==> config.mk <==
export PLATFORM = sky130hd
export DESIGN_NAME = adb_stream_flow_tracker_flat
export DESIGN_NICKNAME = d
export VERILOG_FILES = /design/src/rtl/asft_pkg.sv /design/src/rtl/asft_if.sv /design/src/rtl/adb_stream_flow_tracker.sv /design/src/flat_wrapper.sv
export SDC_FILE = /design/constraint.sdc
export NUM_CORES = 2
export LEC_CHECK = 0
export BUFFER_PORTS_ARGS = -buffer_cell sky130_fd_sc_hd__buf_4
export CAP_MARGIN = 30
export CELL_PAD_IN_SITES_DETAIL_PLACEMENT = 1
export CELL_PAD_IN_SITES_GLOBAL_PLACEMENT = 2
export CORE_ASPECT_RATIO = 1.25
export CORE_UTILIZATION = 44
export DETAILED_ROUTE_END_ITERATION = 12
export HOLD_SLACK_MARGIN = 0.1
export PLACE_DENSITY_LB_ADDON = 0.1
export SLEW_MARGIN = 25
export SYNTH_ARGS = -nofsm -noshare
export SYNTH_HDL_FRONTEND = slang
export SYNTH_SLANG_ARGS = --single-unit
==> constraint.sdc <==
create_clock -name clk -period 6.72 [get_ports clk]
set_input_delay 1.344 -clock clk [delete_from_list [all_inputs] [get_ports clk]]
set_output_delay 1.344 -clock clk [all_outputs]
set_load 0.05 [all_outputs]
==> src/rtl/asft_pkg.sv <==
// shared constants for the adb stream flow tracker
// no dependencies
package asft_pkg;
	localparam int PendDepth = 16;
	localparam int StrmDepth = 31;
	localparam int SnipMax = 32;
	localparam int PW = $clog2(PendDepth + 1);
	localparam int SW = $clog2(StrmDepth + 1);
	localparam logic [31:0] CMD_OPEN = 32'h4E45504F;
	localparam logic [31:0] CMD_OKAY = 32'h59414B4F;
	localparam logic [31:0] CMD_CLSE = 32'h45534C43;
	localparam logic [31:0] CMD_WRTE = 32'h45545257;
	localparam logic [39:0] SYNC_PREFIX = 40'h3A636E7973;
	localparam logic [1:0] PH_INSTANT = 2'd0;
	localparam logic [1:0] PH_BEGIN = 2'd1;
	localparam logic [1:0] PH_STEP = 2'd2;
	localparam logic [1:0] PH_END = 2'd3;
endpackage

==> src/rtl/asft_if.sv <==
// stream channel interfaces for packet headers and log records
// no dependencies
interface asft_in_if;
	logic valid, ready;
	logic [31:0] opcode, first_id, second_id;
	logic [20:0] payload_length;
	logic toward_guest, payload_present;
	logic [39:0] leading_bytes;
	modport source(output valid, opcode, first_id, second_id, payload_length,
		toward_guest, payload_present, leading_bytes, input ready);
	modport sink(input valid, opcode, first_id, second_id, payload_length,
		toward_guest, payload_present, leading_bytes, output ready);
endinterface

interface asft_out_if;
	logic valid, ready;
	logic [63:0] flow_id;
	logic [1:0] phase;
	logic direction;
	logic [31:0] command_echo;
	logic sync_stream;
	logic [5:0] snippet_length;
	modport source(output valid, flow_id, phase, direction, command_echo, sync_stream,
		snippet_length, input ready);
	modport sink(input valid, flow_id, phase, direction, command_echo, sync_stream,
		snippet_length, output ready);
endinterface

==> src/rtl/adb_stream_flow_tracker.sv <==
// adb stream flow tracker top level, two shared compare units under a sequencer
// depends on asft_pkg and the channel interfaces in asft_if
//
// usage: packet headers enter on in_ch, one log record per header leaves on
// out_ch. capture_we/capture_data write the snippet capture enable.
// each transaction is handled by two key compare units that walk the tables
// one entry per cycle; entries are removed by shifting, one entry per cycle.
// one header is in work at a time; in_ch.ready is low until the record has
// been handed to the output register. a stalled receiver holds the record and
// blocks the next header once the next one finishes.
// reset clears both table counts and the capture enable; the table contents
// need no clearing since entries past a count are never read.
module adb_stream_flow_tracker
	import asft_pkg::*;
(
	input logic clk,
	input logic arst_n,
	input logic capture_we,
	input logic capture_data,
	asft_in_if.sink in_ch,
	asft_out_if.source out_ch
);
	localparam logic [3:0] S_IDLE = 4'd0, S_PFIND = 4'd1, S_PSHIFT = 4'd2,
		S_PAPP = 4'd3, S_SFIND = 4'd4, S_SSHIFT = 4'd5, S_SAPP = 4'd6,
		S_LOOK = 4'd7, S_OUT = 4'd8, S_EVICT = 4'd9;

	logic [3:0] st_q;
	logic cap_q;
	logic [32:0] pkey_q [PendDepth];
	logic psync_q [PendDepth];
	logic [PW-1:0] pcnt_q;
	logic [63:0] sflow_q [StrmDepth];
	logic ssync_q [StrmDepth];
	logic [SW-1:0] scnt_q;
	logic [31:0] op_q, a0_q, a1_q;
	logic [20:0] len_q;
	logic tg_q, pres_q;
	logic [39:0] lead_q;
	logic [6:0] idx_q;
	logic [1:0] pass_q;   // clse erases up to two pending keys
	logic hit_sync_q, sync_q;
	logic [32:0] key_q;
	logic [63:0] look;
	logic [32:0] open_key, okay_key;
	logic pk_match, sf_match;
	logic [5:0] snip;

	assign look = tg_q ? {a0_q, a1_q} : {a1_q, a0_q};
	assign open_key = {tg_q, a0_q};
	assign okay_key = {~tg_q, a1_q};
	// shared compare units
	assign pk_match = pkey_q[idx_q[$clog2(PendDepth)-1:0]] == key_q;
	assign sf_match = sflow_q[idx_q[$clog2(StrmDepth)-1:0]] == look;

	always_comb begin
		if (pres_q && op_q == CMD_WRTE && sync_q && len_q >= 21'd4)
			snip = 6'd4;
		else if (pres_q && cap_q)
			snip = (len_q < 21'(SnipMax)) ? len_q[5:0] : 6'(SnipMax);
		else
			snip = 6'd0;
	end

	assign in_ch.ready = (st_q == S_IDLE);

	// sequencer
	always_ff @(posedge clk or negedge arst_n) begin
		if (!arst_n) begin
			st_q <= S_IDLE;
			pcnt_q <= '0;
			scnt_q <= '0;
			cap_q <= 1'b0;
			out_ch.valid <= 1'b0;
		end else begin
			if (capture_we) cap_q <= capture_data;
			// output register: load a finished record, clear on handoff
			if (st_q == S_OUT && (!out_ch.valid || out_ch.ready)) out_ch.valid <= 1'b1;
			else if (out_ch.valid && out_ch.ready) out_ch.valid <= 1'b0;
			unique case (st_q)
				S_IDLE: if (in_ch.valid) begin
					op_q <= in_ch.opcode;
					a0_q <= in_ch.first_id;
					a1_q <= in_ch.second_id;
					len_q <= in_ch.payload_length;
					tg_q <= in_ch.toward_guest;
					pres_q <= in_ch.payload_present;
					lead_q <= in_ch.leading_bytes;
					idx_q <= '0;
					pass_q <= '0;
					if (in_ch.opcode == CMD_OPEN && in_ch.payload_present) begin
						key_q <= {in_ch.toward_guest, in_ch.first_id};
						st_q <= S_PFIND;
					end else if (in_ch.opcode == CMD_OKAY) begin
						key_q <= {~in_ch.toward_guest, in_ch.second_id};
						st_q <= S_PFIND;
					end else if (in_ch.opcode == CMD_CLSE) begin
						st_q <= S_SFIND;
					end else begin
						st_q <= S_LOOK;
					end
				end
				// search pending table for key_q
				S_PFIND: begin
					if (7'(pcnt_q) == idx_q) begin
						// miss
						if (op_q == CMD_OPEN) begin
							idx_q <= '0;
							st_q <= (7'(pcnt_q) >= 7'(PendDepth)) ? S_PSHIFT : S_PAPP;
						end else if (op_q == CMD_CLSE && pass_q == 2'd0) begin
							pass_q <= 2'd1;
							key_q <= okay_key;
							idx_q <= '0;
						end else begin
							idx_q <= '0;
							st_q <= S_LOOK;
						end
					end else if (pk_match) begin
						hit_sync_q <= psync_q[idx_q[$clog2(PendDepth)-1:0]];
						st_q <= S_PSHIFT;
					end else begin
						idx_q <= idx_q + 7'd1;
					end
				end
				// close the gap at idx_q
				S_PSHIFT: begin
					if (idx_q + 7'd1 >= 7'(pcnt_q)) begin
						pcnt_q <= pcnt_q - PW'(1);
						idx_q <= '0;
						if (op_q == CMD_OPEN) st_q <= S_PAPP;
						else if (op_q == CMD_OKAY)
							st_q <= (7'(scnt_q) >= 7'(StrmDepth)) ? S_EVICT : S_SAPP;
						else if (pass_q == 2'd0) begin
							pass_q <= 2'd1;
							key_q <= okay_key;
							st_q <= S_PFIND;
						end else st_q <= S_LOOK;
					end else begin
						pkey_q[idx_q[$clog2(PendDepth)-1:0]] <=
							pkey_q[idx_q[$clog2(PendDepth)-1:0] + 1'b1];
						psync_q[idx_q[$clog2(PendDepth)-1:0]] <=
							psync_q[idx_q[$clog2(PendDepth)-1:0] + 1'b1];
						idx_q <= idx_q + 7'd1;
					end
				end
				S_PAPP: begin
					pkey_q[pcnt_q[$clog2(PendDepth)-1:0]] <= open_key;
					psync_q[pcnt_q[$clog2(PendDepth)-1:0]] <=
						(len_q >= 21'd5) && (lead_q == SYNC_PREFIX);
					pcnt_q <= pcnt_q + PW'(1);
					st_q <= S_LOOK;
				end
				S_EVICT: st_q <= S_SSHIFT;
				// search stream list for the clse flow
				S_SFIND: begin
					if (7'(scnt_q) == idx_q) begin
						idx_q <= '0;
						key_q <= open_key;
						st_q <= S_PFIND;
					end else if (sf_match) st_q <= S_SSHIFT;
					else idx_q <= idx_q + 7'd1;
				end
				S_SSHIFT: begin
					if (idx_q + 7'd1 >= 7'(scnt_q)) begin
						scnt_q <= scnt_q - SW'(1);
						idx_q <= '0;
						if (op_q == CMD_OKAY) st_q <= S_SAPP;
						else begin
							key_q <= open_key;
							st_q <= S_PFIND;
						end
					end else begin
						sflow_q[idx_q[$clog2(StrmDepth)-1:0]] <=
							sflow_q[idx_q[$clog2(StrmDepth)-1:0] + 1'b1];
						ssync_q[idx_q[$clog2(StrmDepth)-1:0]] <=
							ssync_q[idx_q[$clog2(StrmDepth)-1:0] + 1'b1];
						idx_q <= idx_q + 7'd1;
					end
				end
				S_SAPP: begin
					sflow_q[scnt_q[$clog2(StrmDepth)-1:0]] <= look;
					ssync_q[scnt_q[$clog2(StrmDepth)-1:0]] <= hit_sync_q;
					scnt_q <= scnt_q + SW'(1);
					idx_q <= '0;
					st_q <= S_LOOK;
				end
				// lookup after update
				S_LOOK: begin
					if (7'(scnt_q) == idx_q) begin
						sync_q <= 1'b0;
						st_q <= S_OUT;
					end else if (sf_match) begin
						sync_q <= ssync_q[idx_q[$clog2(StrmDepth)-1:0]];
						st_q <= S_OUT;
					end else idx_q <= idx_q + 7'd1;
				end
				S_OUT: if (!out_ch.valid || out_ch.ready) begin
					out_ch.flow_id <= {a0_q, a1_q};
					out_ch.phase <= (op_q == CMD_OPEN) ? PH_BEGIN :
						(op_q == CMD_CLSE) ? PH_END :
						(op_q == CMD_WRTE || op_q == CMD_OKAY) ? PH_STEP : PH_INSTANT;
					out_ch.direction <= tg_q;
					out_ch.command_echo <= op_q;
					out_ch.sync_stream <= sync_q;
					out_ch.snippet_length <= snip;
					st_q <= S_IDLE;
				end
				default: st_q <= S_IDLE;
			endcase
		end
	end
endmodule

==> src/flat_wrapper.sv <==
// flat-port wrapper written by rule: the top's interface ports become plain ports
module adb_stream_flow_tracker_flat import asft_pkg::*;
  (clk, arst_n, capture_we, capture_data, in_ch_valid, in_ch_opcode, in_ch_first_id, in_ch_second_id, in_ch_payload_length, in_ch_toward_guest, in_ch_payload_present, in_ch_leading_bytes, in_ch_ready, out_ch_valid, out_ch_flow_id, out_ch_phase, out_ch_direction, out_ch_command_echo, out_ch_sync_stream, out_ch_snippet_length, out_ch_ready);
  asft_in_if in_ch_i ();
  asft_out_if out_ch_i ();
  input logic clk;
  input logic arst_n;
  input logic capture_we;
  input logic capture_data;
  input wire logic [$bits(in_ch_i.valid)-1:0] in_ch_valid;
  input wire logic [$bits(in_ch_i.opcode)-1:0] in_ch_opcode;
  input wire logic [$bits(in_ch_i.first_id)-1:0] in_ch_first_id;
  input wire logic [$bits(in_ch_i.second_id)-1:0] in_ch_second_id;
  input wire logic [$bits(in_ch_i.payload_length)-1:0] in_ch_payload_length;
  input wire logic [$bits(in_ch_i.toward_guest)-1:0] in_ch_toward_guest;
  input wire logic [$bits(in_ch_i.payload_present)-1:0] in_ch_payload_present;
  input wire logic [$bits(in_ch_i.leading_bytes)-1:0] in_ch_leading_bytes;
  output wire logic [$bits(in_ch_i.ready)-1:0] in_ch_ready;
  output wire logic [$bits(out_ch_i.valid)-1:0] out_ch_valid;
  output wire logic [$bits(out_ch_i.flow_id)-1:0] out_ch_flow_id;
  output wire logic [$bits(out_ch_i.phase)-1:0] out_ch_phase;
  output wire logic [$bits(out_ch_i.direction)-1:0] out_ch_direction;
  output wire logic [$bits(out_ch_i.command_echo)-1:0] out_ch_command_echo;
  output wire logic [$bits(out_ch_i.sync_stream)-1:0] out_ch_sync_stream;
  output wire logic [$bits(out_ch_i.snippet_length)-1:0] out_ch_snippet_length;
  input wire logic [$bits(out_ch_i.ready)-1:0] out_ch_ready;
  assign in_ch_i.valid = in_ch_valid;
  assign in_ch_i.opcode = in_ch_opcode;
  assign in_ch_i.first_id = in_ch_first_id;
  assign in_ch_i.second_id = in_ch_second_id;
  assign in_ch_i.payload_length = in_ch_payload_length;
  assign in_ch_i.toward_guest = in_ch_toward_guest;
  assign in_ch_i.payload_present = in_ch_payload_present;
  assign in_ch_i.leading_bytes = in_ch_leading_bytes;
  assign in_ch_ready = in_ch_i.ready;
  assign out_ch_valid = out_ch_i.valid;
  assign out_ch_flow_id = out_ch_i.flow_id;
  assign out_ch_phase = out_ch_i.phase;
  assign out_ch_direction = out_ch_i.direction;
  assign out_ch_command_echo = out_ch_i.command_echo;
  assign out_ch_sync_stream = out_ch_i.sync_stream;
  assign out_ch_snippet_length = out_ch_i.snippet_length;
  assign out_ch_i.ready = out_ch_ready;
  adb_stream_flow_tracker u_core (.clk(clk), .arst_n(arst_n), .capture_we(capture_we), .capture_data(capture_data), .in_ch(in_ch_i), .out_ch(out_ch_i));
endmodule
Yosys cells after proc, flatten, opt, wreduce, memory -nomap -nowiden
Memory sizes are Yosys's and may differ from the RTL's. A register that Yosys moved wholly into a read port is not among the register bits.
Index checks and enable logic that the tools add are counted.
{"block": "totals", "regBits": 323, "memories": 4, "wordCells": 219, "mem_bits_rw": 2559, "out_inout_bits": 108, "inputBits": 165}
{"block": "classes", "add_sub_neg": 7, "n_bitwise": 5, "muxes": 89, "reduce_logical": 43, "magnitude_cmp": 7, "n_eq_ne": 40}
{"memory": "u_core.sflow_q", "words": 31, "word_bits": 64, "read_ports": 2, "rd_ports_with_merged_regs": 1, "wr": 1, "line_no": "adb_stream_flow_tracker.sv:32", "source": "logic [63:0] sflow_q [StrmDepth];"}
{"memory": "u_core.pkey_q", "words": 16, "word_bits": 33, "read_ports": 2, "rd_ports_with_merged_regs": 1, "wr": 1, "line_no": "adb_stream_flow_tracker.sv:29", "source": "logic [32:0] pkey_q [PendDepth];"}
{"memory": "u_core.ssync_q", "words": 31, "word_bits": 1, "read_ports": 2, "rd_ports_with_merged_regs": 1, "wr": 1, "line_no": "adb_stream_flow_tracker.sv:33", "source": "logic ssync_q [StrmDepth];"}
{"memory": "u_core.psync_q", "words": 16, "word_bits": 1, "read_ports": 2, "rd_ports_with_merged_regs": 1, "wr": 1, "line_no": "adb_stream_flow_tracker.sv:30", "source": "logic psync_q [PendDepth];"}
{"op": "two-way mux 33 bit", "count": 14}
{"op": "== test 32 x 31 -> 1 bit, second input constant", "count": 7}
{"op": "case mux 33 bit (5 select lines)", "count": 1}
{"op": "two-way mux 64 bit", "count": 2}
{"op": "two-way mux 4 bit", "count": 20}
{"op": "== test 64 bit", "count": 1}
{"op": "OR reduction 64 bit", "count": 1}
{"op": "two-way mux 7 bit", "count": 8}
{"op": "case mux 7 bit (7 select lines)", "count": 1}
{"op": "greater-or-equal comparator 21 x 3 -> 1 bit, second input constant", "count": 2}
{"op": "== test 40 x 38 -> 1 bit, second input constant", "count": 1}
{"op": "case mux 4 bit (9 select lines)", "count": 1}
{"op": "== test 33 bit", "count": 1}
{"op": "OR reduction 33 bit", "count": 1}
{"op": "two-way mux 5 bit", "count": 5}
{"op": "two-way mux 2 bit", "count": 11}
{"op": "less-than comparator 21 x 6 -> 1 bit, second input constant", "count": 1}
{"op": "case mux 5 bit (2 select lines)", "count": 2}
{"op": "two-way mux 1 bit", "count": 19}
{"op": "== test 4 x 3 -> 1 bit, second input constant", "count": 4}
{"op": "adder 5 x 1 -> 5 bit, second input constant", "count": 3}
{"op": "== test 5 x 7 -> 1 bit", "count": 2}
{"op": "greater-or-equal comparator 7 x 5 -> 1 bit", "count": 2}
{"op": "inequality test 2 bit, second input constant", "count": 7}
{"op": "34 further kinds", "count": 74}

Depth between registers and ports, before layout
{"block": "logic_depth", "word_depth": 7, "depth_mapped": 19, "mapped_depth_nobuf": 13}

Least setup slack after synthesis
No wires, ideal clock.
{"block": "synth_timing", "path_type": "reg-to-reg", "startpoint": "reg u_core.idx_q[0]", "endpoint": "mem u_core.sflow_q[17][0], enable pin", "period_less_slack_ps": 7437, "t_required_ps": 6231, "slack_ps": -717, "setup_time_ps": 489, "n_path_buf": 5, "path_stages_with_launch": 17, "t_arrival_ps": 6948, "path_cell_list": "edfxtp_1 > ha_1 > xnor2_1 > inv_1 > clkbuf_1 > clkbuf_1 > clkbuf_1 > clkbuf_1 > clkbuf_1 > ha_1 > a21o_1 > a21o_1 > a211o_1 > or3_1 > o21ai_0 > nand3_1 > nor2_1"}
{"block": "synth_between", "elab_chain_len": 7, "elab_cells_between_ends": 8, "classes_between": "add/sub: 1; order compare: 1; mux: 5; reduce/logical: 1"}
{"element": "start: declaration", "line_no": "adb_stream_flow_tracker.sv:39", "source": "logic [6:0] idx_q;"}
{"element": "start signal: assignment", "line_no": "adb_stream_flow_tracker.sv:121", "source": "idx_q <= idx_q + 7'd1;"}
{"element": "start signal: assignment", "line_no": "adb_stream_flow_tracker.sv:142", "source": "idx_q <= idx_q + 7'd1;"}
{"element": "start signal: assignment", "line_no": "adb_stream_flow_tracker.sv:160", "source": "else idx_q <= idx_q + 7'd1;"}
{"element": "adder 7 x 1 -> 7 bit", "line_no": "adb_stream_flow_tracker.sv:163", "source": "if (idx_q + 7'd1 >= 7'(scnt_q)) begin"}
{"element": "greater-or-equal comparator 7 x 5 -> 1 bit", "line_no": "adb_stream_flow_tracker.sv:163"}
{"element": "two-way mux 1 bit", "line_no": "adb_stream_flow_tracker.sv:163"}
{"element": "two-way mux 1 bit", "line_no": "adb_stream_flow_tracker.sv:79", "source": "unique case (st_q)"}
{"element": "logical AND 1 bit (implied by the code)", "line_no": "adb_stream_flow_tracker.sv:172", "source": "sflow_q[idx_q[$clog2(StrmDepth)-1:0]] <="}
{"element": "two-way mux 1 bit (implied by the code)", "line_no": "adb_stream_flow_tracker.sv:172"}
{"element": "two-way mux 1 bit (no source line)"}
{"element": "end: declaration", "line_no": "adb_stream_flow_tracker.sv:32"}
Several ways; a longest one is shown, not always the timed one.

==> results.toml <==
[worst_setup_path]
path_cells = "nand2b_4 > buf_4 > nor3_1 > a2111oi_0 > a211oi_1 > xnor2_1 > or4_1 > nor4_1 > nand4_1 > buf_4 > nor2_4 > buf_4 > a21oi_1 > o211a_1"
critPathBufInv = 3
startpoint_type = "flop"
crit_type = "flop to flop"
arrival_ns = 6.94
max_stage_delay_ns = 1.01
cp-end-kind = "flop"
critPathSlowestCell = "dfxtp_4"
crit_required_ns = 7.35
cpMostUsedCell = "buf_4"
crit_fanout = 35
cpLargestDelayFamily = "simple AND/OR/NAND/NOR gates"

[route]
wl_per_cell_um = 41.30
wirelength_um = 519000
drcViolationCount = 0
ant_nets = 0
dr.first_iter.drc_count = 10730
avgViaCountPerCell = 6.849
first_pass_iters = 5
vias = 86070

[floorplanning]
fp.dieH_um = 622.0
rows = 227
io_pins = 273
start_util = 0.4424
die_x_um = 498.0
die_area_mm2 = 0.3098
coreArea_mm2 = 0.3059

[clock_tree]
cts.clk_slew.worst_paths_ns = 0.06
cts-resized-gates = 0
cts_setup_buffers = 0
htree_levels = 5
cts_tree = "built"
cts_root_buf = "clkbuf_16"
hold_buffers = 0
cts.sinks = 2888
numCtsBuffers = 310
clockBufferDepth = 4
clk_latency_ns = 0.89

[logic_synthesis]
synth_top_cell_by_area = "edfxtp_1"
yosys-top-cells-area = "edfxtp_1 (64%), mux4_2 (17%), mux2i_1 (4.9%), nand2_1 (2.1%), nand3_1 (0.87%)"
ys_ff_latch = 2888
syn_nets = 8067
synth_cell_types = 93
synth_warnings = 0
synthCells = 7883
async_reset_ff_frac = 0.005540
ys.flop_type = "edfxtp_1"
synth_top_area_frac = 0.6362
synth-edff-count = 2867
avgSynthCellArea_um2 = 17.17
synthesis.area_mm2 = 0.1353
synth-seq-area-share = 0.6399

[timing]
finalMaxSlewViolations = 0
min_period_ns = 6.315
setup_violations = 0
timing.final.crit_share = 0.9397
finalHoldViolCount = 0
fin_worst_skew_ns = 0.04902
tightest_slew_ns = 1.098
fin_hold_ws_ns = 0.3913
slew_headroom = 0.2537
rsz0062_at_grt = "no"
fin_ws_ns = 0.4052
max_freq_mhz = 158.4

[placed_design]
place.gp.congestion = 0.8689
dp_hpwl_um = 320400
placed_area_mm2 = 0.1446
pre_cts_ws_ns = 0.6206
port_buffers = 272
place_inst = 11990

[power]
switchingPower_mw = 36.63
share_comb_of_total_power = 0.475
power_density_mw_per_mm2 = 582.4
intPower_mw = 53.65
p_leak_nw = 50.01
swShare = 0.4057
pwr-share-seq = 0.330
ir_worst_vdd_v = 0.0004637
p_clk_frac = 0.196

[global_route]
grtUsageTotal = 0.3312
grt_pass1_wl_um = 717100
grt-ovfl-total = 0
grt_max_degree = 110
grt_pass1_vias = 88100
antenna_found_initial = 15

[layout]
drive_gt1_frac = 0.2835
nNetsFinal = 8493
finalNonFillerCells = 12570
seq_area_mm2 = 0.08661
fillers = 27970
syn_to_final_growth_pct = 14.54
final_cell_area_mm2 = 0.1550
multi_input_area_mm2 = 0.04661

[job]
cap_violations = 0

[status]
status = "finished, final reports clean"

[hold_path]
hold_path_class = "primary input to asynchronous set/reset pin"
==> cell usage in the layout (no fill, tap or decap), drive strengths merged, types with 145 or more instances in the layout <==
| cell type | netlist | final |
|---|---|---|
| a21oi | 145 | 145 |
| buf | 277 | 687 |
| clkbuf | 298 | 367 |
| edfxtp | 2867 | 2867 |
| mux2i | 659 | 659 |
| mux4 | 1041 | 1041 |
| nand2 | 771 | 771 |
| nand3 | 235 | 235 |
| nor2 | 198 | 198 |
| o21ai | 193 | 193 |
==> synth_stat cells, types with 78 or more instances <==
master    number
nand3_1      235
edfxtp_1    2867
clkbuf_1     298
a22oi_1      138
mux4_2      1028
mux2i_1      659
nor2_1       197
nand2_1      771
o21ai_0      190
a21oi_1      145
buf_1         95
buf_2         78
==> state kept, by name, indices dropped and copies added (netlist names), 31 cells and up, named ones only <==
signal / count
u_core.a0_q: 32
u_core.a1_q: 32
u_core.key_q: 33
u_core.lead_q: 40
u_core.op_q: 32
u_core.out_ch.command_echo: 32
u_core.out_ch.flow_id: 64
u_core.pkey_q: 528
u_core.sflow_q: 1984
u_core.ssync_q: 31
==> metrics by stage <==
step           utilization  TNS [ns]  total power [mW]
2_1_floorplan            -  -1293.15             55.62
3_3_place_gp        0.4718         0             71.65
3_5_place_dp        0.4726         0             72.67
4_1_cts             0.5060         0             90.30
5_1_grt             0.5067         0             93.31
6_report            0.5067         0             90.28
==> path summary, 6_finish.rpt <==
kind / to / slack, ns / cells past startpoint
min in group clk: u_core.out_ch.command_echo[7] / 0.45 / 0
min reg2reg: u_core.out_ch.command_echo[7] / 0.45 / 0
max: u_core.idx_q[2] / 0.41 / 14
min: u_core.cap_q / 0.39 / 1
max reg2reg: u_core.idx_q[2] / 0.41 / 14
max in group asynchronous: u_core.pcnt_q[1] / 6.00 / 1
==> per-layer routing <==
metal / part of all wire / vias to the layer above / wire length, um / track usage
met4: 0.046 / 0 / 23730 / 0.1318
met2: 0.49 / 4449 / 252700 / 0.5466
li1: - / 33510 / - / -
met1: 0.39 / 47180 / 201600 / 0.4391
met3: 0.079 / 926 / 41030 / 0.05256
met5: 0 / - / 0 / 0
==> final cells by class <==
type | instances | area share
Sequential cell | 2888 | 0.5588
Multi-Input combinational cell | 4374 | 0.3007
Clock buffer | 365 | 0.05261
Timing Repair Buffer | 689 | 0.04072
Tap cell | 4007 | 0.03235
Clock inverter | 189 | 0.01330
Inverter | 46 | 0.001372
Antenna cell | 9 | 0.0001453
==> power groups by stage <==
stage | registers, mW | clock network (mW) | logic [mW]
finish | 29.8 | 17.7 | 42.8
global route | 29.8 | 18.5 | 45.0
CTS | 29.8 | 17.9 | 42.6
detailed placement | 30.1 | 0 | 42.5
global placement | 30.1 | 0 | 41.5
floorplan | 29.9 | 0 | 25.7
==> cell families after synthesis <==
kind of cell	synth area share
DFF	0.6399
muxes	0.2286
and+or+nand+nor	0.05035
AOI/OAI and AO/OA	0.04975
buffers and inverters	0.02308
xor gates and xnor gates	0.006472
adders and majority gates	0.001868
No activity file was read; power rests on OpenSTA's default activity.
